<file path="src/design/lbca_pkg.sv">
// shared types and constants for the linked block chain allocator
// no dependencies
`default_nettype none

package lbca_pkg;

   localparam int unsigned DEFAULT_NUM_BLOCKS = 256;
   localparam logic [8:0]  DISK_BLOCKS_RESET  = 9'd256;

   typedef enum logic [1:0] {
      ST_OK      = 2'd0,
      ST_NOSPACE = 2'd1,
      ST_NOTHEAD = 2'd2,
      ST_ZERO    = 2'd3
   } status_type;

   typedef enum logic {
      OP_CREATE = 1'b0,
      OP_DELETE = 1'b1
   } op_type;

   typedef struct packed {
      logic       op;
      logic [8:0] block_count;
      logic [7:0] head_block;
   } req_type;

   typedef struct packed {
      logic [1:0] status;
      logic [7:0] first_block;
      logic [7:0] last_block;
      logic [8:0] blocks_moved;
      logic [8:0] free_left;
   } rsp_type;

endpackage

`default_nettype wire

</file>
<file path="src/design/lbca_table.sv">
// block table memory: one entry per block holding link, end, free and head bits
// one write port, one read port with registered read data; uses no package
`default_nettype none

module lbca_table #(
   parameter int unsigned NUM_BLOCKS = 256,
   parameter int unsigned IW         = 8
) (
   input  wire logic            clock,
   input  wire logic            wr_en,
   input  wire logic [IW-1:0]   wr_addr,
   input  wire logic [IW+2:0]   wr_data,
   input  wire logic [IW-1:0]   rd_addr,
   output logic      [IW+2:0]   rd_data
);

   logic [IW+2:0] mem_ff [NUM_BLOCKS];
   logic [IW+2:0] rd_data_ff;

   always_ff @(posedge clock) begin
      if (wr_en) begin
         mem_ff[wr_addr] <= wr_data;
      end
      rd_data_ff <= mem_ff[rd_addr];
   end

   assign rd_data = rd_data_ff;

endmodule

`default_nettype wire

</file>
<file path="src/design/linked_block_chain_allocator.sv">
// Linked block chain allocator over a table of next-block links held in one
// synchronous memory (lbca_table); depends on lbca_pkg.
// After reset and after every csr write a clearing pass marks every block
// free, with busy high. A create scans blocks from index 0, one block a cycle,
// until it has the requested count or reaches the disk size. A delete walks
// the chain one block a cycle through the memory read port. Zero-count,
// no-space and out-of-range delete requests are answered from the idle state
// without a scan or walk; a delete of an in-range block that is not a chain
// head is answered once that block has been read. Each result shows on
// rsp_data for exactly one cycle with rsp_valid; the receiver cannot stall it.
`default_nettype none

module linked_block_chain_allocator #(
   parameter int unsigned NUM_BLOCKS = lbca_pkg::DEFAULT_NUM_BLOCKS
) (
   input  wire logic             clock,
   input  wire logic             reset,
   input  wire logic             start,
   input  wire lbca_pkg::req_type req_data,
   output logic                  busy,
   output logic                  rsp_valid,
   output lbca_pkg::rsp_type     rsp_data,
   input  wire logic             csr_we,
   input  wire logic [8:0]       csr_wdata
);

   localparam int unsigned IW = $clog2(NUM_BLOCKS);
   localparam int unsigned CW = $clog2(NUM_BLOCKS + 1);
   localparam int unsigned WW = (CW > 9) ? CW : 9;

   typedef enum logic [2:0] {
      S_CLEAR,
      S_IDLE,
      S_SCAN,
      S_FINISH,
      S_WALK
   } state_type;

   state_type         state_ff, state_in;
   logic [8:0]        disk_ff, disk_in;
   logic [CW-1:0]     free_ff, free_in;
   logic [CW-1:0]     clr_ff, clr_in;
   logic [CW-1:0]     scan_ff, scan_in;
   logic [IW-1:0]     eval_ff, eval_in;
   logic              rvalid_ff, rvalid_in;
   logic [CW-1:0]     got_ff, got_in;
   logic [8:0]        want_ff, want_in;
   logic [IW-1:0]     first_ff, first_in;
   logic [IW-1:0]     prev_ff, prev_in;
   logic [IW-1:0]     cur_ff, cur_in;
   logic              head_step_ff, head_step_in;
   logic [7:0]        head_ff, head_in;
   logic              rsp_valid_ff, rsp_valid_in;
   lbca_pkg::rsp_type rsp_ff, rsp_in;

   logic              wr_en;
   logic [IW-1:0]     wr_addr;
   logic [IW+2:0]     wr_data;
   logic [IW-1:0]     rd_addr;
   logic [IW+2:0]     rd_data;

   logic [IW-1:0]     rd_link;
   logic              rd_end, rd_free, rd_head;
   logic [CW-1:0]     d_blocks;
   logic [WW-1:0]     disk_wide;
   logic              hit;
   logic [CW-1:0]     got_n, freed_n;
   logic [WW-1:0]     sum_wide;
   logic              stop;

   assign {rd_link, rd_end, rd_free, rd_head} = rd_data;

   lbca_table #(
      .NUM_BLOCKS (NUM_BLOCKS),
      .IW         (IW)
   ) u_table (
      .clock   (clock),
      .wr_en   (wr_en),
      .wr_addr (wr_addr),
      .wr_data (wr_data),
      .rd_addr (rd_addr),
      .rd_data (rd_data)
   );

   always_comb begin
      disk_wide = WW'(disk_ff);
      d_blocks  = (disk_wide > WW'(NUM_BLOCKS)) ? CW'(NUM_BLOCKS) : CW'(disk_wide);
   end

   always_comb begin
      state_in     = state_ff;
      disk_in      = disk_ff;
      free_in      = free_ff;
      clr_in       = clr_ff;
      scan_in      = scan_ff;
      eval_in      = eval_ff;
      rvalid_in    = 1'b0;
      got_in       = got_ff;
      want_in      = want_ff;
      first_in     = first_ff;
      prev_in      = prev_ff;
      cur_in       = cur_ff;
      head_step_in = head_step_ff;
      head_in      = head_ff;
      rsp_valid_in = 1'b0;
      rsp_in       = rsp_ff;
      wr_en        = 1'b0;
      wr_addr      = clr_ff[IW-1:0];
      wr_data      = {IW'(0), 1'b0, 1'b1, 1'b0};
      rd_addr      = scan_ff[IW-1:0];
      hit          = 1'b0;
      got_n        = got_ff;
      freed_n      = got_ff;
      sum_wide     = '0;
      stop         = 1'b0;

      case (state_ff)
         S_CLEAR: begin
            wr_en  = 1'b1;
            clr_in = clr_ff + CW'(1);
            if (clr_ff == CW'(NUM_BLOCKS - 1)) begin
               state_in = S_IDLE;
            end
         end
         S_IDLE: begin
            if (start) begin
               head_in = req_data.head_block;
               if (req_data.op == lbca_pkg::OP_CREATE) begin
                  if (req_data.block_count == 9'd0) begin
                     rsp_valid_in = 1'b1;
                     rsp_in = '{status: lbca_pkg::ST_ZERO, first_block: 8'd0,
                                last_block: 8'd0, blocks_moved: 9'd0,
                                free_left: 9'(free_ff)};
                  end else if (WW'(req_data.block_count) > WW'(free_ff)) begin
                     rsp_valid_in = 1'b1;
                     rsp_in = '{status: lbca_pkg::ST_NOSPACE, first_block: 8'd0,
                                last_block: 8'd0, blocks_moved: 9'd0,
                                free_left: 9'(free_ff)};
                  end else begin
                     want_in  = req_data.block_count;
                     scan_in  = '0;
                     got_in   = '0;
                     state_in = S_SCAN;
                  end
               end else begin
                  if (WW'(req_data.head_block) >= WW'(d_blocks)) begin
                     rsp_valid_in = 1'b1;
                     rsp_in = '{status: lbca_pkg::ST_NOTHEAD,
                                first_block: req_data.head_block,
                                last_block: 8'd0, blocks_moved: 9'd0,
                                free_left: 9'(free_ff)};
                  end else begin
                     rd_addr      = IW'(req_data.head_block);
                     cur_in       = IW'(req_data.head_block);
                     head_step_in = 1'b1;
                     got_in       = '0;
                     state_in     = S_WALK;
                  end
               end
            end
         end
         S_SCAN: begin
            // read of scan_ff goes out while the block read last cycle is judged
            hit   = rvalid_ff && rd_free;
            got_n = got_ff + CW'(hit);
            if (hit) begin
               prev_in = eval_ff;
               if (got_ff == '0) begin
                  first_in = eval_ff;
               end else begin
                  // link the pending block to this one now that it is known
                  wr_en   = 1'b1;
                  wr_addr = prev_ff;
                  wr_data = {eval_ff, 1'b0, 1'b0, (got_ff == CW'(1))};
               end
            end
            got_in = got_n;
            if (WW'(got_n) == WW'(want_ff) || scan_ff >= d_blocks) begin
               state_in = S_FINISH;
            end else begin
               rvalid_in = 1'b1;
               eval_in   = scan_ff[IW-1:0];
               scan_in   = scan_ff + CW'(1);
            end
         end
         S_FINISH: begin
            rsp_valid_in = 1'b1;
            state_in     = S_IDLE;
            if (got_ff == '0) begin
               rsp_in = '{status: lbca_pkg::ST_NOSPACE, first_block: 8'd0,
                          last_block: 8'd0, blocks_moved: 9'd0,
                          free_left: 9'(free_ff)};
            end else begin
               wr_en   = 1'b1;
               wr_addr = prev_ff;
               wr_data = {IW'(0), 1'b1, 1'b0, (got_ff == CW'(1))};
               free_in = (free_ff >= got_ff) ? free_ff - got_ff : '0;
               rsp_in  = '{status: lbca_pkg::ST_OK, first_block: 8'(first_ff),
                           last_block: 8'(prev_ff), blocks_moved: 9'(got_ff),
                           free_left: 9'((free_ff >= got_ff) ? free_ff - got_ff
                                                               : '0)};
            end
         end
         S_WALK: begin
            head_step_in = 1'b0;
            freed_n      = got_ff + CW'(1);
            if (head_step_ff && !rd_head) begin
               rsp_valid_in = 1'b1;
               state_in     = S_IDLE;
               rsp_in = '{status: lbca_pkg::ST_NOTHEAD, first_block: head_ff,
                          last_block: 8'd0, blocks_moved: 9'd0,
                          free_left: 9'(free_ff)};
            end else begin
               if (!head_step_ff && rd_free) begin
                  // walk ran into a free block: it is not part of the chain
                  stop    = 1'b1;
                  freed_n = got_ff;
               end else begin
                  wr_en   = 1'b1;
                  wr_addr = cur_ff;
                  wr_data = {rd_link, 1'b0, 1'b1, 1'b0};
                  got_in  = freed_n;
                  stop    = rd_end || (CW'(rd_link) >= d_blocks) || (rd_link == cur_ff)
                            || (freed_n == CW'(NUM_BLOCKS));
                  rd_addr = rd_link;
                  cur_in  = rd_link;
               end
               if (stop) begin
                  sum_wide = WW'(free_ff) + WW'(freed_n);
                  free_in  = (sum_wide > WW'(d_blocks)) ? d_blocks : CW'(sum_wide);
                  rsp_valid_in = 1'b1;
                  state_in     = S_IDLE;
                  rsp_in = '{status: lbca_pkg::ST_OK, first_block: head_ff,
                             last_block: 8'd0, blocks_moved: 9'(freed_n),
                             free_left: 9'((sum_wide > WW'(d_blocks)) ? d_blocks
                                                                       : CW'(sum_wide))};
               end
            end
         end
         default: begin
            state_in = S_CLEAR;
            clr_in   = '0;
         end
      endcase

      // a csr transfer formats the disk and restarts the clearing pass
      if (csr_we) begin
         disk_in  = csr_wdata;
         free_in  = (WW'(csr_wdata) > WW'(NUM_BLOCKS)) ? CW'(NUM_BLOCKS)
                                                       : CW'(csr_wdata);
         clr_in   = '0;
         state_in = S_CLEAR;
      end
   end

   always_ff @(posedge clock) begin
      if (reset) begin
         state_ff     <= S_CLEAR;
         disk_ff      <= lbca_pkg::DISK_BLOCKS_RESET;
         free_ff      <= (WW'(lbca_pkg::DISK_BLOCKS_RESET) > WW'(NUM_BLOCKS))
                         ? CW'(NUM_BLOCKS) : CW'(lbca_pkg::DISK_BLOCKS_RESET);
         clr_ff       <= '0;
         rvalid_ff    <= 1'b0;
         rsp_valid_ff <= 1'b0;
         head_step_ff <= 1'b0;
      end else begin
         state_ff     <= state_in;
         disk_ff      <= disk_in;
         free_ff      <= free_in;
         clr_ff       <= clr_in;
         rvalid_ff    <= rvalid_in;
         rsp_valid_ff <= rsp_valid_in;
         head_step_ff <= head_step_in;
      end
      scan_ff  <= scan_in;
      eval_ff  <= eval_in;
      got_ff   <= got_in;
      want_ff  <= want_in;
      first_ff <= first_in;
      prev_ff  <= prev_in;
      cur_ff   <= cur_in;
      head_ff  <= head_in;
      rsp_ff   <= rsp_in;
   end

   assign busy      = (state_ff != S_IDLE);
   assign rsp_valid = rsp_valid_ff;
   assign rsp_data  = rsp_ff;

endmodule

`default_nettype wire
</file>
<file path="config.mk">
export PLATFORM = sky130hd
export DESIGN_NAME = linked_block_chain_allocator
export DESIGN_NICKNAME = d
export VERILOG_FILES = /design/src/design/lbca_pkg.sv /design/src/design/lbca_table.sv /design/src/design/linked_block_chain_allocator.sv
export SDC_FILE = /design/constraint.sdc
export NUM_CORES = 2
export LEC_CHECK = 0
export BUFFER_PORTS_ARGS = -buffer_cell sky130_fd_sc_hd__buf_2
export CAP_MARGIN = 20
export CORE_ASPECT_RATIO = 1.4
export CORE_MARGIN = 3
export CORE_UTILIZATION = 40
export CTS_CLUSTER_SIZE = 20
export DETAILED_ROUTE_END_ITERATION = 10
export HOLD_SLACK_MARGIN = 0.12
export PLACE_DENSITY = 0.58
export SETUP_SLACK_MARGIN = 0.4
export SYNTH_ARGS = -nofsm -noshare
export SYNTH_HDL_FRONTEND = slang
export SYNTH_SLANG_ARGS = --single-unit
</file>
<file path="constraint.sdc">
create_clock -name clock -period 19.31 [get_ports clock]
set_input_delay 3.862 -clock clock [delete_from_list [all_inputs] [get_ports clock]]
set_output_delay 3.862 -clock clock [all_outputs]
set_load 0.005 [all_outputs]
</file>
==> results.json <==
{
  "post-route-min-period_ns": 10.39,
  "totalWireLength_mm": 409,
  "antenna_left": 0,
  "final_nets": 9400,
  "p_per_area_nw_per_um2": 92.1,
  "slowest_delay_ns": 0.94,
  "yosysUniqueCellTypes": 77,
  "synthFlopType": "edfxtp_1",
  "ys_async_sr_fraction_pct": 0,
  "synth.area.top_cells": "edfxtp_1 72%, nand2_1 6.9%, nand3_1 4.2%",
  "worst_ep_required_time_ns": 19.99,
  "hold_viol_final": 0,
  "dp.cells": 12900,
  "die_w_um": 471,
  "yosys.area.top_type": "edfxtp_1",
  "cts_buffers": 281,
  "fin_skew_ns": 0.0463,
  "cts_max_level": 5,
  "clkTransAtPathRegs_ns": 0.07,
  "cts_setup_buffers": 0,
  "power_mw": 12.6,
  "viasPerCell": 5.97,
  "grt_pass1_wl_mm": 576,
  "yosysWarnings": 0,
  "cts_hold_buf": 0,
  "grt_usage_pct": 25.6,
  "max_freq_mhz": 96.2,
  "antenna_found_initial": 15,
  "cp_slowest_cell": "o41ai_2",
  "initialDrtViolationCount": 9895,
  "crit_path_start_kind": "primary input",
  "worst_setup_path_end_kind": "flop",
  "clk_latency_ns": 0.88,
  "syn_nets": 9255,
  "leakage_nw": 48.7,
  "crit_fanout": 79,
  "core-area_um2": 301000,
  "seq_area_frac_synth_pct": 73.0,
  "drive_above_1_share_pct": 10.2,
  "grt_max_degree": 217,
  "fin_tns_setup_ns": 0,
  "maxCapViolCount": 0,
  "cts.sinks": 2963,
  "synth_area_um2": 121000,
  "tightest_slew_ns": 1.41,
  "ir_drop_mv": 0.0552,
  "start_util_pct": 40.3,
  "cts_root_buf": "clkbuf_16",
  "drtPass1Iterations": 9,
  "die_y_um": 658,
  "num_vias": 80600,
  "ioPinCount": 69,
  "area_growth_pct": 12.7,
  "fin_crit_sh_pct": 53.8,
  "fin_cells": 13500,
  "setup_viol": 0,
  "synth_top_area_share_pct": 72.3,
  "crit_top_cell": "buf_4",
  "cts_tree": "done",
  "cts_buffer_depth": 4,
  "syn_avg_cell_area_um2": 13.3,
  "gp_congestion": 0.932,
  "holdCritPathClass": "reg -> reg",
  "ys_seq_elements": 2963,
  "maxSlewHeadroom_pct": 5.81,
  "path_class": "in -> reg",
  "drcViolationCount": 0,
  "dp_hpwl_mm": 246,
  "grt-ovfl-total": 0,
  "status": "finished clean",
  "path_cells": "buf_2 -> ha_1 -> a211oi_1 -> o311ai_0 -> a211oi_1 -> buf_4 -> nor3_2 -> buf_12 -> nor3_4 -> buf_4 -> buf_4 -> buf_4 -> buf_4 -> mux2i_1 -> o22ai_1 -> a32oi_1 -> a21oi_1 -> o41ai_2 -> nand4_1",
  "grt_pass1_vias": 76300,
  "slew_viol_final": 0,
  "wl_per_cell_um": 30.3,
  "arrival_ns": 11.07,
  "placementRows": 238,
  "synth_edf_count": 2919,
  "cts_resized": 0,
  "dieArea_um2": 310000,
  "portBuffers": 68,
  "place_ws_ns": 8.18,
  "rsz0062_at_grt": "no",
  "fin_ws_ns": 8.92,
  "syn_inst": 9153
}
[worst paths after layout]
| check | from | endpoint | slack, ns | cells past startpoint |
|---|---|---|---|---|
| min | disk_ff[3] | disk_ff[3] | 0.49 | 2 |
| max reg2reg | disk_ff[8] | u_table.rd_data[0] | 10.96 | 20 |
| min reg2reg | disk_ff[3] | disk_ff[3] | 0.49 | 2 |
| max | req_data[6] | u_table.rd_data[0] | 8.92 | 19 |
[synth_stat cells (all sizes together) (65+ instances only)]
cell       n
edfxtp  2919
buf      354
ha        69
o221ai    88
nor2     384
a211oi    98
nand3   1024
and3     106
a31oi    164
mux2i    313
inv       65
a311oi   190
nor3      89
nand2   2236
clkbuf   268
a21oi    136
o31a      75
[sequential cells by signal, summed over array words and instances (netlist names), 9 cells and up]
signal / cells
got_ff: 9
scan_ff: 9
u_table.rd_data: 11
want_ff: 9
clr_ff: 9
rsp_data: 36
disk_ff: 9
free_ff: 9
u_table.mem_ff: 2816
[power breakdown]
group	switching, mW	total [mW]	internal (mW)
clock network	2.40	5.54	3.15
logic	0.0570	0.0855	0.0286
registers	0.00485	6.96	6.96
total	2.46	12.6	10.1
[metal layers]
layer  wire length, um  global-route usage (%)
met3             33500                    3.93
met4             30800                    16.3
met5                13                       0
met1            147000                    31.0
met2            198000                    42.6
[area by class of cell]
cell class,count,area [um2]
Antenna cell,29,72.6
Clock buffer,362,7680
Clock inverter,131,1260
Fill cell,26600,164000
Inverter,68,270
Multi-Input combinational cell,5500,30100
Sequential cell,2963,88500
Tap cell,3960,4950
Timing Repair Buffer,484,3800
[per-stage QoR]
step | util, % | cell area (um2) | hold slack [ns]
after floorplan | - | 121000 | 0.446
after global placement | 42.1 | 127000 | 0.463
after detailed placement | 42.3 | 127000 | 0.483
after CTS | 45.3 | 136000 | 0.499
after global routing | 45.4 | 137000 | 0.532
final | 45.4 | 137000 | 0.494
[cells in the final DEF, fill, tap and decap left out, types with 15 or more instances in the layout]
cell / instances
o211ai_1: 17
buf_2: 68
a211oi_1: 98
a32oi_1: 45
buf_6: 28
a21oi_1: 136
o21ai_0: 59
o31a_1: 75
clkbuf_1: 62
nand3_1: 1017
a31oi_1: 162
nor4_1: 25
nor2b_1: 20
diode_2: 29
edfxtp_1: 2919
ha_1: 69
nor2_2: 29
nand4_1: 27
buf_12: 15
bufinv_16: 25
nor2_1: 350
clkbuf_16: 295
dfxtp_1: 44
a21o_1: 19
o221ai_1: 87
clkinv_2: 41
mux2i_1: 313
clkinv_1: 58
nor3_1: 80
nand2_1: 2233
xnor2_1: 47
a311oi_1: 190
buf_4: 369
o22ai_1: 41
and3_1: 105
inv_1: 63
[critical path, delay by kind of cell]
| kind | cells | cell delay, ns |
|---|---|---|
| buffers and inverters | 7 | 3.43 |
| AOI/OAI and AO/OA | 7 | 2.43 |
| and+or+nand+nor | 3 | 0.47 |
| adders and majority gates | 1 | 0.32 |
| muxes | 1 | 0.26 |
[cells by family after synthesis]
family          synth area share, %
simple gates                   14.0
flops                          73.0
xor+xnor                      0.390
fa+ha+maj                     0.745
compound gates                 6.56
mux                            2.72
buf+inv                        2.55
(Power assumes the default switching activity.)
